===== config.mk =====
export PLATFORM = sky130hd
export DESIGN_NAME = date_to_julian_day
export DESIGN_NICKNAME = d
export VERILOG_FILES = /design/src/hw/rtl/dtjd_pkg.sv /design/src/hw/rtl/date_to_julian_day.sv
export SDC_FILE = /design/constraint.sdc
export NUM_CORES = 1
export LEC_CHECK = 0
export BUFFER_PORTS_ARGS = -buffer_cell sky130_fd_sc_hd__buf_2
export CAP_MARGIN = 20
export CORE_MARGIN = 5
export CORE_UTILIZATION = 31
export CTS_CLUSTER_DIAMETER = 100
export CTS_CLUSTER_SIZE = 20
export DETAILED_ROUTE_END_ITERATION = 10
export SYNTH_ARGS = -nofsm -noshare
export SYNTH_HDL_FRONTEND = slang
export SYNTH_SLANG_ARGS = --single-unit

===== constraint.sdc =====
create_clock -name clk -period 8.8 [get_ports clk]
set_input_delay 1.32 -clock clk [delete_from_list [all_inputs] [get_ports clk]]
set_output_delay 1.32 -clock clk [all_outputs]
set_load 0.005 [all_outputs]

===== src/hw/rtl/dtjd_pkg.sv =====
// ----------------------------------------------------------------------------
// dtjd_pkg
// Shared types, constants and lookup functions for the date to Julian day
// number converter.
// ----------------------------------------------------------------------------
`default_nettype none

package dtjd_pkg;

  typedef enum logic [1:0] {
    STAT_OK       = 2'd0,
    STAT_BAD_DATE = 2'd1,
    STAT_BAD_TIME = 2'd2
  } status_t;

  localparam int YEAR_W   = 14;
  localparam int FIELD_W  = 7;
  localparam int JDN_W    = 23;
  localparam int WDAY_W   = 3;
  localparam int DCS_W    = 24;
  localparam int IN_W     = 56;
  localparam int OUT_W    = 56;

  localparam int YADJ_W   = 15;
  localparam int T2_W     = 9;
  localparam int HM_W     = 11;
  localparam int HMS_W    = 17;
  localparam int Q25_W    = 10;
  localparam int Q100_W   = 8;

  localparam logic [YADJ_W-1:0] YEAR_OFS_T1 = 15'd4800;
  localparam logic [YADJ_W-1:0] YEAR_OFS_T3 = 15'd4900;
  localparam logic [DCS_W-1:0]  JDN_BIAS    = 24'd32075;

  // floor(y/25) and floor(y/100) by reciprocal multiply, exact over the ranges used
  localparam int Y25_SHIFT  = 19;
  localparam logic [14:0] Y25_MUL  = 15'd20972;
  localparam int Y100_SHIFT = 22;
  localparam logic [15:0] Y100_MUL = 16'd41944;

  function automatic logic [4:0] month_len(input logic [3:0] m);
    logic [4:0] len;
    case (m)
      4'd1:    len = 5'd31;
      4'd2:    len = 5'd28;
      4'd3:    len = 5'd31;
      4'd4:    len = 5'd30;
      4'd5:    len = 5'd31;
      4'd6:    len = 5'd30;
      4'd7:    len = 5'd31;
      4'd8:    len = 5'd31;
      4'd9:    len = 5'd30;
      4'd10:   len = 5'd31;
      4'd11:   len = 5'd30;
      4'd12:   len = 5'd31;
      default: len = 5'd0;
    endcase
    return len;
  endfunction

  // 367 * (shifted month) / 12, with January and February counted as months 11 and 12
  function automatic logic [T2_W-1:0] month_term(input logic [3:0] m);
    logic [T2_W-1:0] t;
    case (m)
      4'd1:    t = 9'd336;
      4'd2:    t = 9'd367;
      4'd3:    t = 9'd30;
      4'd4:    t = 9'd61;
      4'd5:    t = 9'd91;
      4'd6:    t = 9'd122;
      4'd7:    t = 9'd152;
      4'd8:    t = 9'd183;
      4'd9:    t = 9'd214;
      4'd10:   t = 9'd244;
      4'd11:   t = 9'd275;
      4'd12:   t = 9'd305;
      default: t = 9'd0;
    endcase
    return t;
  endfunction

  // mod 7 by folding octal digits, since 8 is 1 mod 7
  function automatic logic [WDAY_W-1:0] mod7(input logic [DCS_W-1:0] x);
    logic [5:0] s1;
    logic [3:0] s2;
    logic [2:0] s3;
    s1 = 6'(x[2:0]) + 6'(x[5:3]) + 6'(x[8:6]) + 6'(x[11:9])
       + 6'(x[14:12]) + 6'(x[17:15]) + 6'(x[20:18]) + 6'(x[23:21]);
    s2 = 4'(s1[5:3]) + 4'(s1[2:0]);
    s3 = 3'(s2[3]) + s2[2:0];
    return (s3 == 3'd7) ? 3'd0 : s3;
  endfunction

endpackage

`default_nettype wire


===== src/hw/rtl/date_to_julian_day.sv =====
// ----------------------------------------------------------------------------
// date_to_julian_day
// Gregorian date and time of day to Julian day number, weekday and
// centiseconds since midnight, four register stages.
// ----------------------------------------------------------------------------
// Takes one beat per clock unless output back-pressure holds it, and returns one
// result beat per input beat, in order. The four pipeline stages each hold one
// item; a stage moves up whenever the stage ahead of it is empty or moving,
// so bubbles close up and a stalled output still lets earlier stages fill.
// Stage 1 checks the fields and looks up month constants, stage 2 applies
// the leap-year rule and the year multiplies, stage 3 sums the day number and
// scales the time of day, stage 4 forms the weekday and zeroes invalid items.
`default_nettype none

module date_to_julian_day
  import dtjd_pkg::*;
(
  input  wire logic             clk,
  input  wire logic             rst_n,
  input  wire logic             in_tvalid,
  output logic                  in_tready,
  // year[13:0], month[20:14], day[27:21], hour[34:28], minute[41:35],
  // second[48:42], centisecond[55:49]
  input  wire logic [IN_W-1:0]  in_tdata,
  output logic                  out_tvalid,
  input  wire logic             out_tready,
  // status[1:0], julian_day[24:2], weekday[27:25], day_centiseconds[51:28],
  // zero[55:52]
  output logic [OUT_W-1:0]      out_tdata
);

  logic [YEAR_W-1:0]  in_year;
  logic [FIELD_W-1:0] in_month, in_day, in_hour, in_minute, in_second, in_centisecond;

  assign in_year        = in_tdata[13:0];
  assign in_month       = in_tdata[20:14];
  assign in_day         = in_tdata[27:21];
  assign in_hour        = in_tdata[34:28];
  assign in_minute      = in_tdata[41:35];
  assign in_second      = in_tdata[48:42];
  assign in_centisecond = in_tdata[55:49];

  logic v1_r, v2_r, v3_r, v4_r;
  logic rdy1, rdy2, rdy3, rdy4;

  assign rdy4      = !v4_r || out_tready;
  assign rdy3      = !v3_r || rdy4;
  assign rdy2      = !v2_r || rdy3;
  assign rdy1      = !v1_r || rdy2;
  assign in_tready = rdy1;

  always_ff @(posedge clk) begin
    if (!rst_n) begin
      v1_r <= 1'b0;
      v2_r <= 1'b0;
      v3_r <= 1'b0;
      v4_r <= 1'b0;
    end else begin
      if (rdy1) v1_r <= in_tvalid;
      if (rdy2) v2_r <= v1_r;
      if (rdy3) v3_r <= v2_r;
      if (rdy4) v4_r <= v3_r;
    end
  end

  // stage 1
  logic                 early;
  logic [YEAR_W-1:0]    s1_year_r;
  logic [YADJ_W-1:0]    s1_ya_r, s1_ya_nxt, s1_yc_r, s1_yc_nxt;
  logic [T2_W-1:0]      s1_t2_r;
  logic [4:0]           s1_mlen_r;
  logic                 s1_month_ok_r, s1_feb_r, s1_time_ok_r, s1_y4z_r, s1_y16z_r;
  logic [FIELD_W-1:0]   s1_day_r, s1_second_r, s1_cs_r;
  logic [HM_W-1:0]      s1_hm_r, s1_hm_nxt;
  logic [Q25_W-1:0]     s1_q25_r, s1_q25_nxt;
  logic [28:0]          q25_prod;

  assign early     = (in_month <= 7'd2);
  assign s1_ya_nxt = YADJ_W'(in_year) + YEAR_OFS_T1 - YADJ_W'(early);
  assign s1_yc_nxt = YADJ_W'(in_year) + YEAR_OFS_T3 - YADJ_W'(early);
  assign s1_hm_nxt = HM_W'(13'(in_hour) * 13'd60 + 13'(in_minute));
  assign q25_prod  = 29'(in_year) * 29'(Y25_MUL);
  assign s1_q25_nxt = q25_prod[Y25_SHIFT +: Q25_W];

  always_ff @(posedge clk) begin
    if (rdy1) begin
      s1_year_r     <= in_year;
      s1_ya_r       <= s1_ya_nxt;
      s1_yc_r       <= s1_yc_nxt;
      s1_t2_r       <= month_term(in_month[3:0]);
      s1_mlen_r     <= month_len(in_month[3:0]);
      s1_month_ok_r <= (in_month >= 7'd1) && (in_month <= 7'd12);
      s1_feb_r      <= (in_month == 7'd2);
      s1_time_ok_r  <= (in_hour < 7'd24) && (in_minute < 7'd60) && (in_second < 7'd60);
      s1_y4z_r      <= (in_year[1:0] == 2'd0);
      s1_y16z_r     <= (in_year[3:0] == 4'd0);
      s1_day_r      <= in_day;
      s1_second_r   <= in_second;
      s1_cs_r       <= in_centisecond;
      s1_hm_r       <= s1_hm_nxt;
      s1_q25_r      <= s1_q25_nxt;
    end
  end

  // stage 2
  logic                 leap, y25z;
  logic [4:0]           len;
  status_t              s2_status_r, s2_status_nxt;
  logic [JDN_W-1:0]     s2_t1_r, s2_t1_nxt;
  logic [T2_W-1:0]      s2_t2_r;
  logic [FIELD_W-1:0]   s2_day_r, s2_cs_r;
  logic [Q100_W-1:0]    s2_q100_r, s2_q100_nxt;
  logic [HMS_W-1:0]     s2_hms_r, s2_hms_nxt;
  logic [24:0]          t1_prod;
  logic [30:0]          q100_prod;

  assign y25z = (s1_year_r == YEAR_W'(YEAR_W'(s1_q25_r) * YEAR_W'(25)));
  assign leap = s1_y4z_r && (!y25z || s1_y16z_r);
  assign len  = s1_mlen_r + 5'(s1_feb_r && leap);

  always_comb begin
    if (!s1_month_ok_r || (s1_day_r == 7'd0) || (s1_day_r > 7'(len))) begin
      s2_status_nxt = STAT_BAD_DATE;
    end else if (!s1_time_ok_r) begin
      s2_status_nxt = STAT_BAD_TIME;
    end else begin
      s2_status_nxt = STAT_OK;
    end
  end

  assign t1_prod     = 25'(s1_ya_r) * 25'd1461;
  assign s2_t1_nxt   = t1_prod[24:2];
  assign q100_prod   = 31'(s1_yc_r) * 31'(Y100_MUL);
  assign s2_q100_nxt = q100_prod[Y100_SHIFT +: Q100_W];
  assign s2_hms_nxt  = HMS_W'(s1_hm_r) * HMS_W'(60) + HMS_W'(s1_second_r);

  always_ff @(posedge clk) begin
    if (rdy2) begin
      s2_status_r <= s2_status_nxt;
      s2_t1_r     <= s2_t1_nxt;
      s2_t2_r     <= s1_t2_r;
      s2_day_r    <= s1_day_r;
      s2_cs_r     <= s1_cs_r;
      s2_q100_r   <= s2_q100_nxt;
      s2_hms_r    <= s2_hms_nxt;
    end
  end

  // stage 3
  logic [9:0]           t3_prod;
  logic [DCS_W-1:0]     s3_jdn_nxt;
  status_t              s3_status_r;
  logic [JDN_W-1:0]     s3_jdn_r;
  logic [DCS_W-1:0]     s3_dcs_r, s3_dcs_nxt;

  assign t3_prod    = 10'(s2_q100_r) * 10'd3;
  assign s3_jdn_nxt = DCS_W'(s2_t1_r) + DCS_W'(s2_t2_r) + DCS_W'(s2_day_r)
                    - DCS_W'(t3_prod[9:2]) - JDN_BIAS;
  assign s3_dcs_nxt = DCS_W'(s2_hms_r) * DCS_W'(100) + DCS_W'(s2_cs_r);

  always_ff @(posedge clk) begin
    if (rdy3) begin
      s3_status_r <= s2_status_r;
      s3_jdn_r    <= s3_jdn_nxt[JDN_W-1:0];
      s3_dcs_r    <= s3_dcs_nxt;
    end
  end

  // stage 4
  status_t              out_status_r;
  logic [JDN_W-1:0]     out_jdn_r;
  logic [WDAY_W-1:0]    out_wday_r, out_wday_nxt;
  logic [DCS_W-1:0]     out_dcs_r;
  logic                 ok3;

  assign ok3          = (s3_status_r == STAT_OK);
  assign out_wday_nxt = mod7(DCS_W'(s3_jdn_r) + DCS_W'(1));

  always_ff @(posedge clk) begin
    if (rdy4) begin
      out_status_r <= s3_status_r;
      out_jdn_r    <= ok3 ? s3_jdn_r : '0;
      out_wday_r   <= ok3 ? out_wday_nxt : '0;
      out_dcs_r    <= ok3 ? s3_dcs_r : '0;
    end
  end

  assign out_tvalid = v4_r;
  assign out_tdata  = {4'd0, out_dcs_r, out_wday_r, out_jdn_r, out_status_r};

  a_stall_from_output : assert property (@(posedge clk) disable iff (!rst_n)
    !in_tready |-> (out_tvalid && !out_tready))
    else $error("input stalled without output backpressure");

  a_invalid_zero : assert property (@(posedge clk) disable iff (!rst_n)
    (out_tvalid && (out_status_r != STAT_OK)) |->
      ((out_jdn_r == '0) && (out_wday_r == '0) && (out_dcs_r == '0)))
    else $error("invalid item with nonzero result fields");

  a_wday_range : assert property (@(posedge clk) disable iff (!rst_n)
    out_tvalid |-> (out_wday_r <= 3'd6))
    else $error("weekday out of range");

  a_s2_hold : assert property (@(posedge clk) disable iff (!rst_n)
    (v2_r && !rdy3) |=> (v2_r && $stable(s2_t1_r) && $stable(s2_hms_r)))
    else $error("stage 2 lost its item while stalled");

endmodule

`default_nettype wire


==> results.ini <==
[outcome]
status = finished clean

[sta]
setup_viol = 0
fin_crit_sh_pct = 72.7
relSlewSlack_pct = 36.4
tightest_slew_ns = 0.954
skew_ns = 0.0222
rsz0062_at_grt = no
hold_violations = 0
drv_slew = 0
max_freq_mhz = 156
fin_crit_ns = 6.40
tns_ns = 0

[cts]
clockBufferDepth = 3
cts-resized-gates = 0
numCtsBuffers = 20
cts_setup_buffers = 0
holdBufCountCts = 0
clk_pin_slew_ns = 0.09
tritoncts = yes
cts_root_buf = clkbuf_16
cts_htree_levels = 1
clk_latency_ns = 0.55
clock-sinks = 278

[detailed_routing]
ant_nets = 0
via_per_inst = 4.43
wirelength_mm = 51.9
drc = 0
wl_per_cell_um = 13.8
num_vias = 16700
first_pass_iters = 5
dr.first_iter.drc_count = 540

[layout]
nets = 3434
seq_area_sq_mm = 0.00831
synthToLayoutAreaGrowth_pct = 9.77
multi_input_area_sq_mm = 0.0175
fill_cells = 8841
drive_above_1_share_pct = 6.78

[worst_hold_path]
hold_path_end = s2_t2_r[0]$_DFFE_PP_
hold_start = s1_t2_r[0]$_DFFE_PP_
hold_depth = 0
hp-class = reg -> reg

[global_route]
grt_pass1_vias = 17200
grt_pass1_wl_mm = 87.3
grt_max_degree = 74
antenna_found_initial = 3
grt.total_usage_pct = 11.0
grt_remaining_overflow = 0

[placement]
io_buffers = 113
place.gp.congestion = 0.812
hpwlAfterDp_mm = 44.1

[synthesis]
synth.distinct_cells = 65
netlist_instances = 2451
synth_edf_count = 274
ys.flop_type = edfxtp_1
postSynthAreaPerCell_sq_um = 11.4
synthArstFlopShare_pct = 0
ys_ff_latch = 278
ys_warn_count = 0
ys_seq_area_share_pct = 29.9
syn_area_sq_mm = 0.0278

[floorplanning]
die_w_um = 310
die_area_sq_mm = 0.0958
core_sq_mm = 0.0888
initial_core_util_pct = 31.3
pin_count = 118
die_h_um = 310
placementRows = 109

[worst_setup_path]
r2r-end = out_wday_r[0]$_SDFFCE_PP0P_
worstSetupStartpointType = register
cp.arrival_ns = 6.70
r2r_slack_ns = 2.40
critPathKind = reg -> reg
endpoint_kind = register
reg2reg_depth = 26
cp_max_fo = 5
startpoint = s3_jdn_r[0]$_DFFE_PP_
reg2reg_from = s3_jdn_r[0]$_DFFE_PP_
worstPathRequired_ns = 9.10

[run]
maxCapViolCount = 0

==> logic make-up after synthesis <==
family | count (synthesis) | share of synthesized area, %
XOR/XNOR | 201 | 6.50
AO/OA/AOI/OAI | 290 | 6.59
adder cells (fa/ha/maj) | 792 | 43.0
flip-flops | 278 | 29.9
other | 1 | 0.0135
buffers and inverters | 529 | 7.19
multiplexers | 4 | 0.193
AND/OR/NAND/NOR | 356 | 6.66
==> worst max-delay path: stages (launching register included) <==
cell and delay, ns:
edfxtp_1 0.40, ha_1 0.20, nand3_1 0.11, nor2_1 0.18, and3_1 0.24, inv_1 0.05
nor2_1 0.30, nand3_1 0.15, xnor2_1 0.16, fa_1 0.51, inv_1 0.05, fa_1 0.46
fa_1 0.51, fa_1 0.47, inv_1 0.07, ha_1 0.16, inv_1 0.05, fa_1 0.37
xnor2_1 0.26, ha_1 0.28, a21o_1 0.15, a21o_1 0.17, ha_1 0.19, ha_1 0.19
xnor2_1 0.13, xnor2_1 0.23, a21oi_1 0.10
==> layout make-up <==
class | count | area share, %
timing repair buffer | 119 | 2.13
sequential | 278 | 27.2
antenna | 1 | 0.00819
multi-input combinational | 1647 | 57.4
clock inverter | 8 | 0.393
tap | 1165 | 4.77
inverter | 516 | 6.34
clock buffer | 27 | 1.72
==> per-layer routing <==
layer  vias to the layer above  GRT usage, %  part of all wire (%)  routed length (um)
met4                         6          1.71                   1.6                 822
met5                         -             0                 0.065                  34
met1                      8038          15.5                    48               25100
met2                       167          18.9                    47               24400
met3                        46          1.31                   3.1                1600
li1                       8414             -                     -                   -
==> cell usage in the layout (no fill, tap or decap), types with 3 or more instances in the layout <==
| cell type | n |
|---|---|
| ha_1 | 519 |
| inv_1 | 514 |
| edfxtp_1 | 274 |
| fa_1 | 273 |
| xnor2_1 | 136 |
| buf_2 | 113 |
| a21oi_1 | 101 |
| nor2_1 | 88 |
| xor2_1 | 61 |
| nand2_1 | 55 |
| and2_1 | 54 |
| a21o_1 | 45 |
| o21ai_0 | 38 |
| nor3_1 | 31 |
| nand3_1 | 28 |
| nor2b_1 | 21 |
| o21bai_1 | 21 |
| o21a_1 | 20 |
| clkbuf_16 | 20 |
| nand4_1 | 15 |
| and3_1 | 13 |
| o21ai_1 | 13 |
| nand2b_1 | 11 |
| a211oi_1 | 10 |
| and4_1 | 7 |
| a31oi_1 | 7 |
| clkbuf_1 | 7 |
| or3_1 | 6 |
| nor4_1 | 5 |
| nor3b_1 | 5 |
| a2111oi_0 | 4 |
| a211o_1 | 4 |
| o31ai_1 | 4 |
| conb_1 | 4 |
| dfxtp_1 | 4 |
| buf_4 | 4 |
| nand2_2 | 3 |
| o31a_1 | 3 |
| a41oi_1 | 3 |
==> sequential cells by signal, summed over array words and instances (netlist names), 3 cells and up <==
register and count:
s2_t1_r 23, out_dcs_r 24, s3_dcs_r 24, s3_jdn_r 23, s1_yc_r 13, s2_hms_r 17, s1_ya_r 15, s1_mlen_r 3
s1_cs_r 7, s1_q25_r 10, out_wday_r 3, s2_t2_r 9, s1_hm_r 11, s2_q100_r 8, out_jdn_r 23, s2_day_r 7
s1_day_r 7, s1_year_r 14, s1_t2_r 8, s1_second_r 7, s2_cs_r 7
==> metrics by stage <==
stage | hold slack [ns] | area (sq um) | worst slack, ns | std cells | utilization, %
3_3_place_gp | 0.404 | 29800 | 2.49 | 3723 | 33.6
5_1_grt | 0.429 | 30500 | 1.97 | 3760 | 34.4
4_1_cts | 0.415 | 30500 | 2.36 | 3758 | 34.3
2_1_floorplan | 0.400 | 27800 | 2.78 | 2454 | -
6_report | 0.416 | 30500 | 2.40 | 3761 | 34.4
3_5_place_dp | 0.405 | 29800 | 2.36 | 3723 | 33.6
==> synth_stat cells, drive strengths merged (28+ instances only) <==
cell type,number,share of area (%)
ha,519,23
inv,516,7.0
edfxtp,274,30
fa,273,20
xnor2,137,4.4
a21oi,103,1.9
nor2,90,1.2
xor2,63,2.0
nand2,59,0.81
and2,54,1.2
o21ai,52,0.95
a21o,45,1.2
nor3,32,0.59
nand3,28,0.50
==> worst max path at each step <==
stage / endpoint / slack (ns)
floorplan: out_wday_r[2]$_SDFFCE_PP0P_ / 2.78
global placement: s1_q25_r[7]$_DFFE_PP_ / 2.49
detailed placement: out_wday_r[0]$_SDFFCE_PP0P_ / 2.36
CTS: out_wday_r[0]$_SDFFCE_PP0P_ / 2.36
global route: out_wday_r[0]$_SDFFCE_PP0P_ / 1.97
finish: out_wday_r[0]$_SDFFCE_PP0P_ / 2.40
Power is not shown: default switching activity piles up to over one toggle a cycle in this logic, so the estimate is an artifact.
